`src/sv/mtc_pkg.sv`:
```
// ----------------------------------------------------------------------------
// Machine timer compare package
// Types and constants shared by the front end, the back end and the queues.
// ----------------------------------------------------------------------------
`default_nettype none

package mtc_pkg;

    localparam logic [1:0] MODE_TICK  = 2'd0;
    localparam logic [1:0] MODE_READ  = 2'd1;
    localparam logic [1:0] MODE_WRITE = 2'd2;
    localparam logic [1:0] MODE_RSVD  = 2'd3;

    localparam logic [3:0] ADDR_TIME_LO = 4'h0;
    localparam logic [3:0] ADDR_TIME_HI = 4'h4;
    localparam logic [3:0] ADDR_CMP_LO  = 4'h8;
    localparam logic [3:0] ADDR_CMP_HI  = 4'hc;

    localparam int DATA_W     = 32;
    localparam int WIDE_W     = 64;
    localparam int FIFO_DEPTH = 2;
    localparam int FIFO_PTR_W = $clog2(FIFO_DEPTH);
    localparam int FIFO_CNT_W = $clog2(FIFO_DEPTH + 1);

    typedef enum logic [2:0] {
        OP_TICK,
        OP_RD_LO,
        OP_RD_HI,
        OP_WR_LO,
        OP_WR_HI,
        OP_ERR
    } t_op;

    typedef struct packed {
        t_op                op;
        logic [DATA_W-1:0]  data;
    } t_cmd;

    typedef struct packed {
        logic [DATA_W-1:0]  read_data;
        logic               timer_irq;
        logic               access_error;
    } t_rsp;

endpackage

`default_nettype wire

```
`src/sv/mtc_fifo.sv`:
```
// ----------------------------------------------------------------------------
// Machine timer small queue
// Short first-in first-out buffer used between the pipeline parts.
// ----------------------------------------------------------------------------
`default_nettype none

module mtc_fifo
    import mtc_pkg::*;
#(
    parameter int WIDTH = 32
) (
    input  wire logic             i_clk,
    input  wire logic             i_rst_n,
    input  wire logic             i_push,
    output logic                  o_full,
    input  wire logic [WIDTH-1:0] i_data,
    input  wire logic             i_pop,
    output logic                  o_empty,
    output logic [WIDTH-1:0]      o_data
);

    logic [WIDTH-1:0]      r_mem [FIFO_DEPTH];
    logic [FIFO_PTR_W-1:0] r_wr_ptr;
    logic [FIFO_PTR_W-1:0] r_rd_ptr;
    logic [FIFO_CNT_W-1:0] r_count;
    logic [FIFO_PTR_W-1:0] n_wr_ptr;
    logic [FIFO_PTR_W-1:0] n_rd_ptr;
    logic [FIFO_CNT_W-1:0] n_count;
    logic                  w_do_push;
    logic                  w_do_pop;

    assign o_full    = (r_count == FIFO_CNT_W'(FIFO_DEPTH));
    assign o_empty   = (r_count == '0);
    assign w_do_push = i_push && !o_full;
    assign w_do_pop  = i_pop && !o_empty;
    assign o_data    = r_mem[r_rd_ptr];

    always_comb begin
        n_wr_ptr = r_wr_ptr;
        n_rd_ptr = r_rd_ptr;
        n_count  = r_count;
        if (w_do_push) begin
            n_wr_ptr = (r_wr_ptr == FIFO_PTR_W'(FIFO_DEPTH - 1)) ? '0 : r_wr_ptr + 1'b1;
        end
        if (w_do_pop) begin
            n_rd_ptr = (r_rd_ptr == FIFO_PTR_W'(FIFO_DEPTH - 1)) ? '0 : r_rd_ptr + 1'b1;
        end
        if (w_do_push && !w_do_pop) begin
            n_count = r_count + 1'b1;
        end else if (w_do_pop && !w_do_push) begin
            n_count = r_count - 1'b1;
        end
    end

    always_ff @(posedge i_clk) begin
        if (!i_rst_n) begin
            r_wr_ptr <= '0;
            r_rd_ptr <= '0;
            r_count  <= '0;
        end else begin
            r_wr_ptr <= n_wr_ptr;
            r_rd_ptr <= n_rd_ptr;
            r_count  <= n_count;
        end
    end

    always_ff @(posedge i_clk) begin
        if (w_do_push) begin
            r_mem[r_wr_ptr] <= i_data;
        end
    end

endmodule

`default_nettype wire

```
`src/sv/mtc_front.sv`:
```
// ----------------------------------------------------------------------------
// Machine timer front end
// Accepts items, decodes mode and offset into an operation, and queues it.
// ----------------------------------------------------------------------------
`default_nettype none

module mtc_front
    import mtc_pkg::*;
(
    input  wire logic              i_clk,
    input  wire logic              i_rst_n,
    input  wire logic              i_push,
    output logic                   o_full,
    input  wire logic [1:0]        i_mode,
    input  wire logic [3:0]        i_address,
    input  wire logic [DATA_W-1:0] i_write_data,
    output t_cmd                   o_cmd,
    output logic                   o_cmd_valid,
    input  wire logic              i_cmd_take
);

    t_cmd                w_cmd;
    logic [$bits(t_cmd)-1:0] w_q_data;
    logic                w_q_empty;

    always_comb begin
        w_cmd.data = i_write_data;
        case (i_mode)
            MODE_TICK: begin
                w_cmd.op = OP_TICK;
            end
            MODE_READ: begin
                if (i_address == ADDR_TIME_LO) begin
                    w_cmd.op = OP_RD_LO;
                end else if (i_address == ADDR_TIME_HI) begin
                    w_cmd.op = OP_RD_HI;
                end else begin
                    w_cmd.op = OP_ERR;
                end
            end
            MODE_WRITE: begin
                if (i_address == ADDR_CMP_LO) begin
                    w_cmd.op = OP_WR_LO;
                end else if (i_address == ADDR_CMP_HI) begin
                    w_cmd.op = OP_WR_HI;
                end else begin
                    w_cmd.op = OP_ERR;
                end
            end
            default: begin
                w_cmd.op = OP_ERR;
            end
        endcase
    end

    mtc_fifo #(
        .WIDTH ($bits(t_cmd))
    ) u_cmd_q (
        .i_clk   (i_clk),
        .i_rst_n (i_rst_n),
        .i_push  (i_push),
        .o_full  (o_full),
        .i_data  (w_cmd),
        .i_pop   (i_cmd_take),
        .o_empty (w_q_empty),
        .o_data  (w_q_data)
    );

    assign o_cmd       = t_cmd'(w_q_data);
    assign o_cmd_valid = !w_q_empty;

endmodule

`default_nettype wire

```
`src/sv/mtc_back.sv`:
```
// ----------------------------------------------------------------------------
// Machine timer back end
// Holds the time and compare state, executes queued operations, and queues
// one result per operation.
// ----------------------------------------------------------------------------
`default_nettype none

module mtc_back
    import mtc_pkg::*;
#(
    parameter int TIME_WIDTH = 64
) (
    input  wire logic              i_clk,
    input  wire logic              i_rst_n,
    input  wire t_cmd              i_cmd,
    input  wire logic              i_cmd_valid,
    output logic                   o_cmd_take,
    output logic                   o_empty,
    input  wire logic              i_pop,
    output t_rsp                   o_rsp
);

    logic [TIME_WIDTH-1:0] r_time;
    logic [TIME_WIDTH-1:0] n_time;
    logic [WIDE_W-1:0]     r_latch;
    logic [WIDE_W-1:0]     n_latch;
    logic [WIDE_W-1:0]     r_cmp;
    logic [WIDE_W-1:0]     n_cmp;
    logic [DATA_W-1:0]     r_cmp_lo;
    logic [DATA_W-1:0]     n_cmp_lo;
    logic                  r_irq;
    logic                  n_irq;
    logic                  r_armed;
    logic                  n_armed;
    t_rsp                  w_rsp;
    logic                  w_rsp_full;
    logic [$bits(t_rsp)-1:0] w_rsp_data;

    // An operation runs only when its result has room to land.
    assign o_cmd_take = i_cmd_valid && !w_rsp_full;

    always_comb begin
        n_time   = r_time;
        n_latch  = r_latch;
        n_cmp    = r_cmp;
        n_cmp_lo = r_cmp_lo;
        n_irq    = r_irq;
        n_armed  = r_armed;
        w_rsp    = '0;
        case (i_cmd.op)
            OP_TICK: begin
                n_time = r_time + 1'b1;
                if (r_armed && (WIDE_W'(n_time) >= r_cmp)) begin
                    n_irq   = 1'b1;
                    n_armed = 1'b0;
                end
            end
            OP_RD_LO: begin
                n_latch         = WIDE_W'(r_time);
                w_rsp.read_data = r_time[DATA_W-1:0];
            end
            OP_RD_HI: begin
                w_rsp.read_data = r_latch[WIDE_W-1:DATA_W];
            end
            OP_WR_LO: begin
                n_cmp_lo = i_cmd.data;
            end
            OP_WR_HI: begin
                n_cmp = {i_cmd.data, r_cmp_lo};
                // A compare value already reached fires at once; otherwise wait for ticks.
                if (n_cmp <= WIDE_W'(r_time)) begin
                    n_irq   = 1'b1;
                    n_armed = 1'b0;
                end else begin
                    n_irq   = 1'b0;
                    n_armed = 1'b1;
                end
            end
            default: begin
                w_rsp.access_error = 1'b1;
            end
        endcase
        w_rsp.timer_irq = n_irq;
    end

    always_ff @(posedge i_clk) begin
        if (!i_rst_n) begin
            r_time   <= '0;
            r_latch  <= '0;
            r_cmp    <= '0;
            r_cmp_lo <= '0;
            r_irq    <= 1'b0;
            r_armed  <= 1'b0;
        end else if (o_cmd_take) begin
            r_time   <= n_time;
            r_latch  <= n_latch;
            r_cmp    <= n_cmp;
            r_cmp_lo <= n_cmp_lo;
            r_irq    <= n_irq;
            r_armed  <= n_armed;
        end
    end

    mtc_fifo #(
        .WIDTH ($bits(t_rsp))
    ) u_rsp_q (
        .i_clk   (i_clk),
        .i_rst_n (i_rst_n),
        .i_push  (o_cmd_take),
        .o_full  (w_rsp_full),
        .i_data  (w_rsp),
        .i_pop   (i_pop),
        .o_empty (o_empty),
        .o_data  (w_rsp_data)
    );

    assign o_rsp = t_rsp'(w_rsp_data);

endmodule

`default_nettype wire

```
`src/sv/machine_timer_compare_top.sv`:
```
// ----------------------------------------------------------------------------
// Machine timer compare top level
// Usage:
//   Input side is a queue: drive mode, address and write data with push;
//   the transaction is taken on a clock edge where push is high and full
//   is low. Mode selects a time tick, a bus read or a bus write.
//   Output side is a queue: while empty is low the oldest result (read
//   data, interrupt pending, access error) is on the ports, and it is
//   taken on an edge where pop is high and empty is low.
//   Every transaction gives exactly one result, in order.
//   A taken transaction is registered in the command queue; once it is at
//   the head and the result queue has room, the execute stage works on it
//   and writes its result into the result queue, where empty falls.
//   Throughput is one transaction per cycle while the result queue has
//   room, set by the execute stage (64-bit increment and compare).
//   When the receiver stalls, the result queue fills, the execute stage
//   stops, then the two-entry command queue fills and full rises.
//   Synchronous reset clears time, latch, compare, interrupt and both
//   queues; full and empty read low and high in the cycle after reset.
// ----------------------------------------------------------------------------
`default_nettype none

module machine_timer_compare_top
    import mtc_pkg::*;
#(
    parameter int TIME_WIDTH = 64
) (
    input  wire logic              i_clk,
    input  wire logic              i_rst_n,
    input  wire logic              push,
    output logic                   full,
    input  wire logic [1:0]        i_mode,
    input  wire logic [3:0]        i_address,
    input  wire logic [DATA_W-1:0] i_write_data,
    output logic                   empty,
    input  wire logic              pop,
    output logic [DATA_W-1:0]      o_read_data,
    output logic                   o_timer_irq,
    output logic                   o_access_error
);

    t_cmd w_cmd;
    logic w_cmd_valid;
    logic w_cmd_take;
    t_rsp w_rsp;

    mtc_front u_front (
        .i_clk        (i_clk),
        .i_rst_n      (i_rst_n),
        .i_push       (push),
        .o_full       (full),
        .i_mode       (i_mode),
        .i_address    (i_address),
        .i_write_data (i_write_data),
        .o_cmd        (w_cmd),
        .o_cmd_valid  (w_cmd_valid),
        .i_cmd_take   (w_cmd_take)
    );

    mtc_back #(
        .TIME_WIDTH (TIME_WIDTH)
    ) u_back (
        .i_clk       (i_clk),
        .i_rst_n     (i_rst_n),
        .i_cmd       (w_cmd),
        .i_cmd_valid (w_cmd_valid),
        .o_cmd_take  (w_cmd_take),
        .o_empty     (empty),
        .i_pop       (pop),
        .o_rsp       (w_rsp)
    );

    assign o_read_data    = w_rsp.read_data;
    assign o_timer_irq    = w_rsp.timer_irq;
    assign o_access_error = w_rsp.access_error;

endmodule

`default_nettype wire

```
`config.mk`:
```
export PLATFORM = sky130hd
export DESIGN_NAME = machine_timer_compare_top
export DESIGN_NICKNAME = d
export VERILOG_FILES = /design/src/sv/mtc_pkg.sv /design/src/sv/mtc_fifo.sv /design/src/sv/mtc_front.sv /design/src/sv/mtc_back.sv /design/src/sv/machine_timer_compare_top.sv
export SDC_FILE = /design/constraint.sdc
export NUM_CORES = 1
export LEC_CHECK = 0
export ABC_CLOCK_PERIOD_IN_PS = 6800
export BUFFER_PORTS_ARGS = -buffer_cell sky130_fd_sc_hd__buf_2
export CAP_MARGIN = 20
export CORE_ASPECT_RATIO = 2
export CORE_MARGIN = 8
export CORE_UTILIZATION = 67
export CTS_BUF_LIST = sky130_fd_sc_hd__clkbuf_16
export CTS_CLUSTER_SIZE = 40
export DETAILED_ROUTE_END_ITERATION = 10
export GPL_TIMING_DRIVEN = 0
export PLACE_DENSITY_LB_ADDON = 0.25
export SLEW_MARGIN = 20
export SYNTH_ARGS = -nofsm -noshare
export SYNTH_HDL_FRONTEND = slang
export SYNTH_HIERARCHICAL = 1
export SYNTH_SLANG_ARGS = --single-unit
```
`constraint.sdc`:
```
create_clock -name i_clk -period 6.8 [get_ports i_clk]
set_input_delay 0.34 -clock i_clk [delete_from_list [all_inputs] [get_ports i_clk]]
set_output_delay 0.34 -clock i_clk [all_outputs]
set_load 0.01 [all_outputs]
```
# Yosys cells after proc, flatten, opt, wreduce, memory -nomap -nowiden
# Memory sizes are Yosys's and may differ from the RTL's. A register that Yosys moved wholly into a read port is not among the register bits.
# Cells that the tools add are included.
op_classes:
  n_reduce_logical: 32
  n_addsub: 9
  magnitude_cmp: 2
  n_mux: 29
  n_eq_ne: 12
op_table:
  columns: ["operator", "n"]
  rows:
  - ["64-bit by 1-bit adder with 64-bit output, second input constant", 1]
  - ["64-bit >= comparator", 1]
  - ["64-bit less-or-equal comparator", 1]
  - ["32-bit one-hot mux with 2 select lines", 1]
  - ["1-bit two-way mux", 18]
  - ["1-bit logical AND", 10]
  - ["3-bit two-way mux", 3]
  - ["3-bit one-hot mux with 3 select lines", 1]
  - ["4-bit == test, second input constant", 2]
  - ["1-bit zero test", 8]
  - ["2-bit two-way mux", 4]
  - ["2-bit AND reduction", 4]
  - ["2-bit == test, second input constant", 3]
  - ["3-bit by 2-bit == test with 1-bit output, second input constant", 2]
  - ["2-bit zero test", 3]
  - ["2-bit nonzero test", 3]
  - ["5-bit OR reduction", 1]
  - ["1-bit adder, second input constant", 4]
  - ["2-bit by 1-bit adder with 2-bit output, second input constant", 2]
  - ["4-bit by 3-bit == test with 1-bit output, second input constant", 1]
  - ["4-bit zero test", 1]
  - ["1-bit one-hot mux with 2 select lines", 2]
  - ["2-bit by 1-bit subtractor with 2-bit output, second input constant", 2]
  - ["3-bit by 1-bit == test with 1-bit output, second input constant", 1]
  - ["other kinds (5)", 5]
totals:
  input_bits: 42
  out_inout_bits: 36
  n_memories: 2
  mem_bits_rw: 138
  register_bits: 234
mem_list:
  columns: ["name", "words", "width", "read_ports", "rd_ports_with_merged_regs", "wr", "line", "text"]
  rows:
  - ["u_front.u_cmd_q.r_mem", 2, 35, 1, 1, 1, "mtc_fifo.sv:22", "logic [WIDTH-1:0] r_mem [FIFO_DEPTH];"]
  - ["u_back.u_rsp_q.r_mem", 2, 34, 1, 1, 1, "mtc_fifo.sv:22", null]

# Longest topological paths before layout
depth:
  ltp_word: 8
  ltp_mapped: 18
  depth_no_buf: 17

# Hierarchy
# The synthesis kept the hierarchy.
by_module_without_submodules:
  columns: ["module", "area_each_um2", "cells_per_inst", "seq_area_each_um2", "n_inst"]
  rows:
  - ["mtc_back", 12381.9, 1566, 3883.7, 1]
  - ["mtc_fifo (u_front.u_cmd_q)", 2757.6, 134, 2202.1, 1]
  - ["mtc_fifo (u_back.u_rsp_q)", 2686.3, 131, 2142.1, 1]
  - ["mtc_front", 75.1, 13, 0.0, 1]

# Worst setup path before layout
# No wires, ideal clock.
synth_path:
  path_kind: "reg-to-reg"
  startpoint: "register u_back.r_time[14]"
  endpoint: "register u_back.r_irq"
  period_less_slack_ns: 3.677
  required_ns: 6.742
  stages_incl_launch_ff: 19
  setup_ns: 0.058
  path_slack_ns: 3.123
  t_arrival_ns: 3.619
  cell_sequence: "dfxtp_1 > buf_2 > nand4_2 > nor4_4 > nand4_2 > or3_1 > nand2b_1 > nor2_2 > nand2_1 > xnor2_1 > ha_1 > nand4_1 > nor4_1 > nand2_1 > a21oi_1 > o21ai_0 > o21ai_0 > a21boi_0 > o21a_1"
synth_between:
  elab_chain_len: 5
synth_rtl:
  columns: ["item", "line", "text"]
  rows:
  - ["from (decl)", "mtc_back.sv:23", "logic [TIME_WIDTH-1:0] r_time;"]
  - ["from (signal assigned)", "mtc_back.sv:95", "r_time <= n_time;"]
  - ["64-bit by 1-bit adder with 64-bit output", "mtc_back.sv:52", "n_time = r_time + 1'b1;"]
  - ["64-bit >= comparator", "mtc_back.sv:53", "if (r_armed && (WIDE_W'(n_time) >= r_cmp)) begin"]
  - ["1-bit logical AND", "mtc_back.sv:53", null]
  - ["1-bit two-way mux", "mtc_back.sv:53", null]
  - ["1-bit one-hot mux with 2 select lines *", "mtc_back.sv:50", "case (i_cmd.op)"]
  - ["to (signal assigned)", "mtc_back.sv:99", "r_irq <= n_irq;"]
  - ["to (decl)", "mtc_back.sv:31", "logic r_irq;"]
# Mark *: on every way between the ends. The rest lies on a longest branch, timed or not.
# A chain may end at the register's enable or synchronous reset.

# Final worst setup path
layout_path:
  startpoint: "register u_back.r_time[0]"
  endpoint: "memory u_back/u_rsp_q/r_mem[1][1] (netlist bit) (data pin)"
layout_between:
  elab_chain_len: 5
layout_rtl:
  columns: ["item", "line", "text"]
  rows:
  - ["64-bit by 1-bit adder with 64-bit output", "mtc_back.sv:52", null]
  - ["64-bit >= comparator", "mtc_back.sv:53", null]
  - ["1-bit logical AND", "mtc_back.sv:53", null]
  - ["1-bit two-way mux", "mtc_back.sv:53", null]
  - ["1-bit one-hot mux with 2 select lines *", "mtc_back.sv:50", null]
  - ["named net u_back.n_irq", "mtc_back.sv:32", "logic n_irq;"]
  - ["to (decl)", "mtc_fifo.sv:22", null]
# The timed path passes the listed nets; every way through them passes the cells marked *.

==> flow_metrics.tcl <==
set metrics [dict create \
    htree_levels 1 \
    synth-edff-count 138 \
    skew_ns 0.0191 \
    worstSkewPairLatency_ns 0.56 \
    rows 84 \
    whs_ns 0.136 \
    fin_crit_ns 5.66 \
    die_w_um 132 \
    area_delta_synth_final_pct 11.9 \
    p_leak_nw 7.10 \
    ys_seq_area_share_pct 46.0 \
    ys_seq_elements 342 \
    fmax_ghz 0.177 \
    relSlewSlack_pct 33.2 \
    place_ws_ns 0.877 \
    core_area_um2 26300 \
    grt_max_degree 35 \
    fillers 1878 \
    drt_iter0_drc 896 \
    maxSlewViolCount 0 \
    yosysUniqueCellTypes 64 \
    synth_top_area_share_pct 23.1 \
    hold_violations 0 \
    num_antenna_cells 0 \
    cts_tree "done" \
    drt-pass1-iter-count 5 \
    setup_viol 0 \
    cap_viol_max_count 0 \
    post_drt_via_cell_ratio 5.92 \
    async_reset_ff_share_pct 0 \
    yosys.area.top_type "edfxtp_1" \
    critPathKind "reg -> reg" \
    io_buffers 77 \
    powerDensity_nw_per_um2 285 \
    endpoint_kind "flop" \
    drc 0 \
    grt_use_total_pct 29.1 \
    yosysWarnings 6 \
    antenna_left 0 \
    routed_wl_mm 47.7 \
    crit_arrival_ns 6.00 \
    start_util_pct 68.1 \
    synth_top_flop_cell "dfxtp_1" \
    final.setup.tns_ns 0 \
    die_h_um 247 \
    instances_no_fill 2354 \
    clkSlewWorstSetupHoldPaths_ns 0.07 \
    fin_ws_ns 1.14 \
    ctsRootBufferMaster "clkbuf_16" \
    period_share_pct 83.2 \
    antenna_found_initial 0 \
    vdd_ir_drop_max_v 0.000263 \
    critical_path_peak_fanout 8 \
    hold_path_class "in -> reg" \
    status "completed" \
    cts_buffer_depth 3 \
    cts_buffers 28 \
    place_hpwl_mm 36.8 \
    rsz0062_at_grt "false" \
    routedWlPerCell_um 20.3 \
    num_vias 13900 \
    total_power_mw 5.72 \
    synth_nets 2017 \
    grt-ovfl-total 0 \
    start_kind "flop" \
    netlist_top_cells_area "edfxtp_1 (23%), dfxtp_1 (23%), ha_1 (9.2%)" \
    nets 2162 \
    synthCells 1844 \
    drive_gt1_share_pct 12.2 \
    worstPathRequired_ns 7.15 \
    worst_pin_slew_ns 0.993 \
    grt_pass1_wl_mm 74.2 \
    yosysMostFrequentCell "nand2_1" \
    numClockSinks 342 \
    syn_area_um2 17900 \
    place_congestion 0.977 \
    synth.avg_cell_area_um2 9.71 \
    io_pins 78 \
    synth.top_cells.by_count "nand2_1 (344), dfxtp_1 (204), a21boi_0 (151), edfxtp_1 (138), inv_1 (138)" \
    grt_pass1_vias 14500 \
    dieArea_um2 32500 \
    post_cts_buffers 0 \
    placed_cells 2271 \
]
## power breakdown
group          switching (mW)  internal (mW)
logic                    1.01          0.653
registers              0.0873           2.41
clock network           0.722          0.834
total                    1.82           3.90
## cell type report
type / count / area (µm²) / share of cell area [%]
inverter: 140 / 526 / 2.62
timing repair buffer: 115 / 787 / 3.93
sequential: 342 / 8230 / 41.1
tap: 344 / 430 / 2.15
clock inverter: 21 / 133 / 0.662
multi-input combinational: 1276 / 8700 / 43.4
buffer: 86 / 473 / 2.36
clock buffer: 30 / 751 / 3.75
## metal layers
layer | wire (µm) | vias up | track usage (%) | share of wire, %
li1 | - | 6677 | - | -
met1 | 16300 | 6583 | 28.2 | 34
met2 | 25200 | 493 | 55.1 | 53
met3 | 2690 | 183 | 4.13 | 5.6
met4 | 3520 | 0 | 21.2 | 7.4
met5 | 0 | - | 0 | 0
## logic make-up (layout without fill, tap and decap cells)
| kind of cell | Yosys count | in the layout | share of synthesized area [%] |
|---|---|---|---|
| buffers and inverters | 226 | 392 | 5.58 |
| muxes | 69 | 69 | 4.34 |
| xor gates and xnor gates | 109 | 109 | 5.33 |
| DFF | 342 | 342 | 46.0 |
| adders and majority gates | 131 | 131 | 9.16 |
| AOI/OAI and AO/OA | 329 | 329 | 12.7 |
| and+or+nand+nor | 638 | 638 | 16.9 |
## metrics by stage
| stage | area, µm² | utilization, % |
|---|---|---|
| global placement | 18700 | 71.2 |
| global route | 20000 | 76.2 |
| floorplan | 17900 | - |
| finish | 20000 | 76.2 |
| detailed placement | 18800 | 71.6 |
| CTS | 20000 | 76.2 |
## state kept, by name (all words and copies together) (netlist names), 2 cells and up, named ones only
name,flops
u_back/u_rsp_q/r_mem,68
u_back/r_cmp_lo,32
u_back/r_time,64
u_back/r_cmp,64
u_front/u_cmd_q/r_count,2
u_front/u_cmd_q/r_mem,70
u_back/r_latch,32
u_back/u_rsp_q/r_count,2
## worst paths after layout
kind                                        from  depth (start not counted)                            to  slack [ns]
worst min register to register  u_back/r_cmp[27]                          2              u_back/r_cmp[27]        0.46
worst min-delay path                i_address[0]                          2  u_front/u_cmd_q/r_mem[0][33]        0.14
worst max-delay path            u_back/r_time[0]                         15    u_back/u_rsp_q/r_mem[1][1]        1.14
worst max register to register  u_back/r_time[0]                         15    u_back/u_rsp_q/r_mem[1][1]        1.14
## what timing repair did
item / in CTS / in global routing
resized for setup: 0 / 0
endpoints found under the hold margin: 64 / 0
hold buffers: 32 / 0
## worst max-delay path, cell delays in order, from the launching register on
cell,delay (ns)
dfxtp_1,0.52
ha_1,0.27
nand3_1,0.19
nor2_1,0.47
nand2_1,0.38
nor3_1,0.71
nand2_1,0.31
nor2_1,0.20
xnor2_1,0.09
ha_1,0.31
nand4_1,0.19
nor4_2,0.67
a41oi_1,0.45
o21ai_0,0.28
a31oi_1,0.10
a21oi_1,0.29
## layout by cell type, fill, tap and decap left out, types with 21 or more instances in the layout
cell | Yosys | layout
buf_2 | 6 | 84
inv_1 | 138 | 148
clkbuf_16 | 0 | 30
xnor2_1 | 106 | 106
edfxtp_1 | 138 | 138
or3_1 | 21 | 21
a22o_1 | 31 | 31
nand3_1 | 39 | 39
a21oi_1 | 53 | 53
nand4_1 | 44 | 44
nand2_1 | 344 | 344
nor3_1 | 23 | 23
nor2_1 | 50 | 50
ha_1 | 131 | 131
dlygate4sd3_1 | 0 | 32
o21ai_0 | 42 | 42
and2_1 | 48 | 48
a21boi_0 | 151 | 151
clkbuf_1 | 58 | 58
dfxtp_1 | 204 | 204
mux2_2 | 69 | 69
Power figures use the tool's default switching activity.
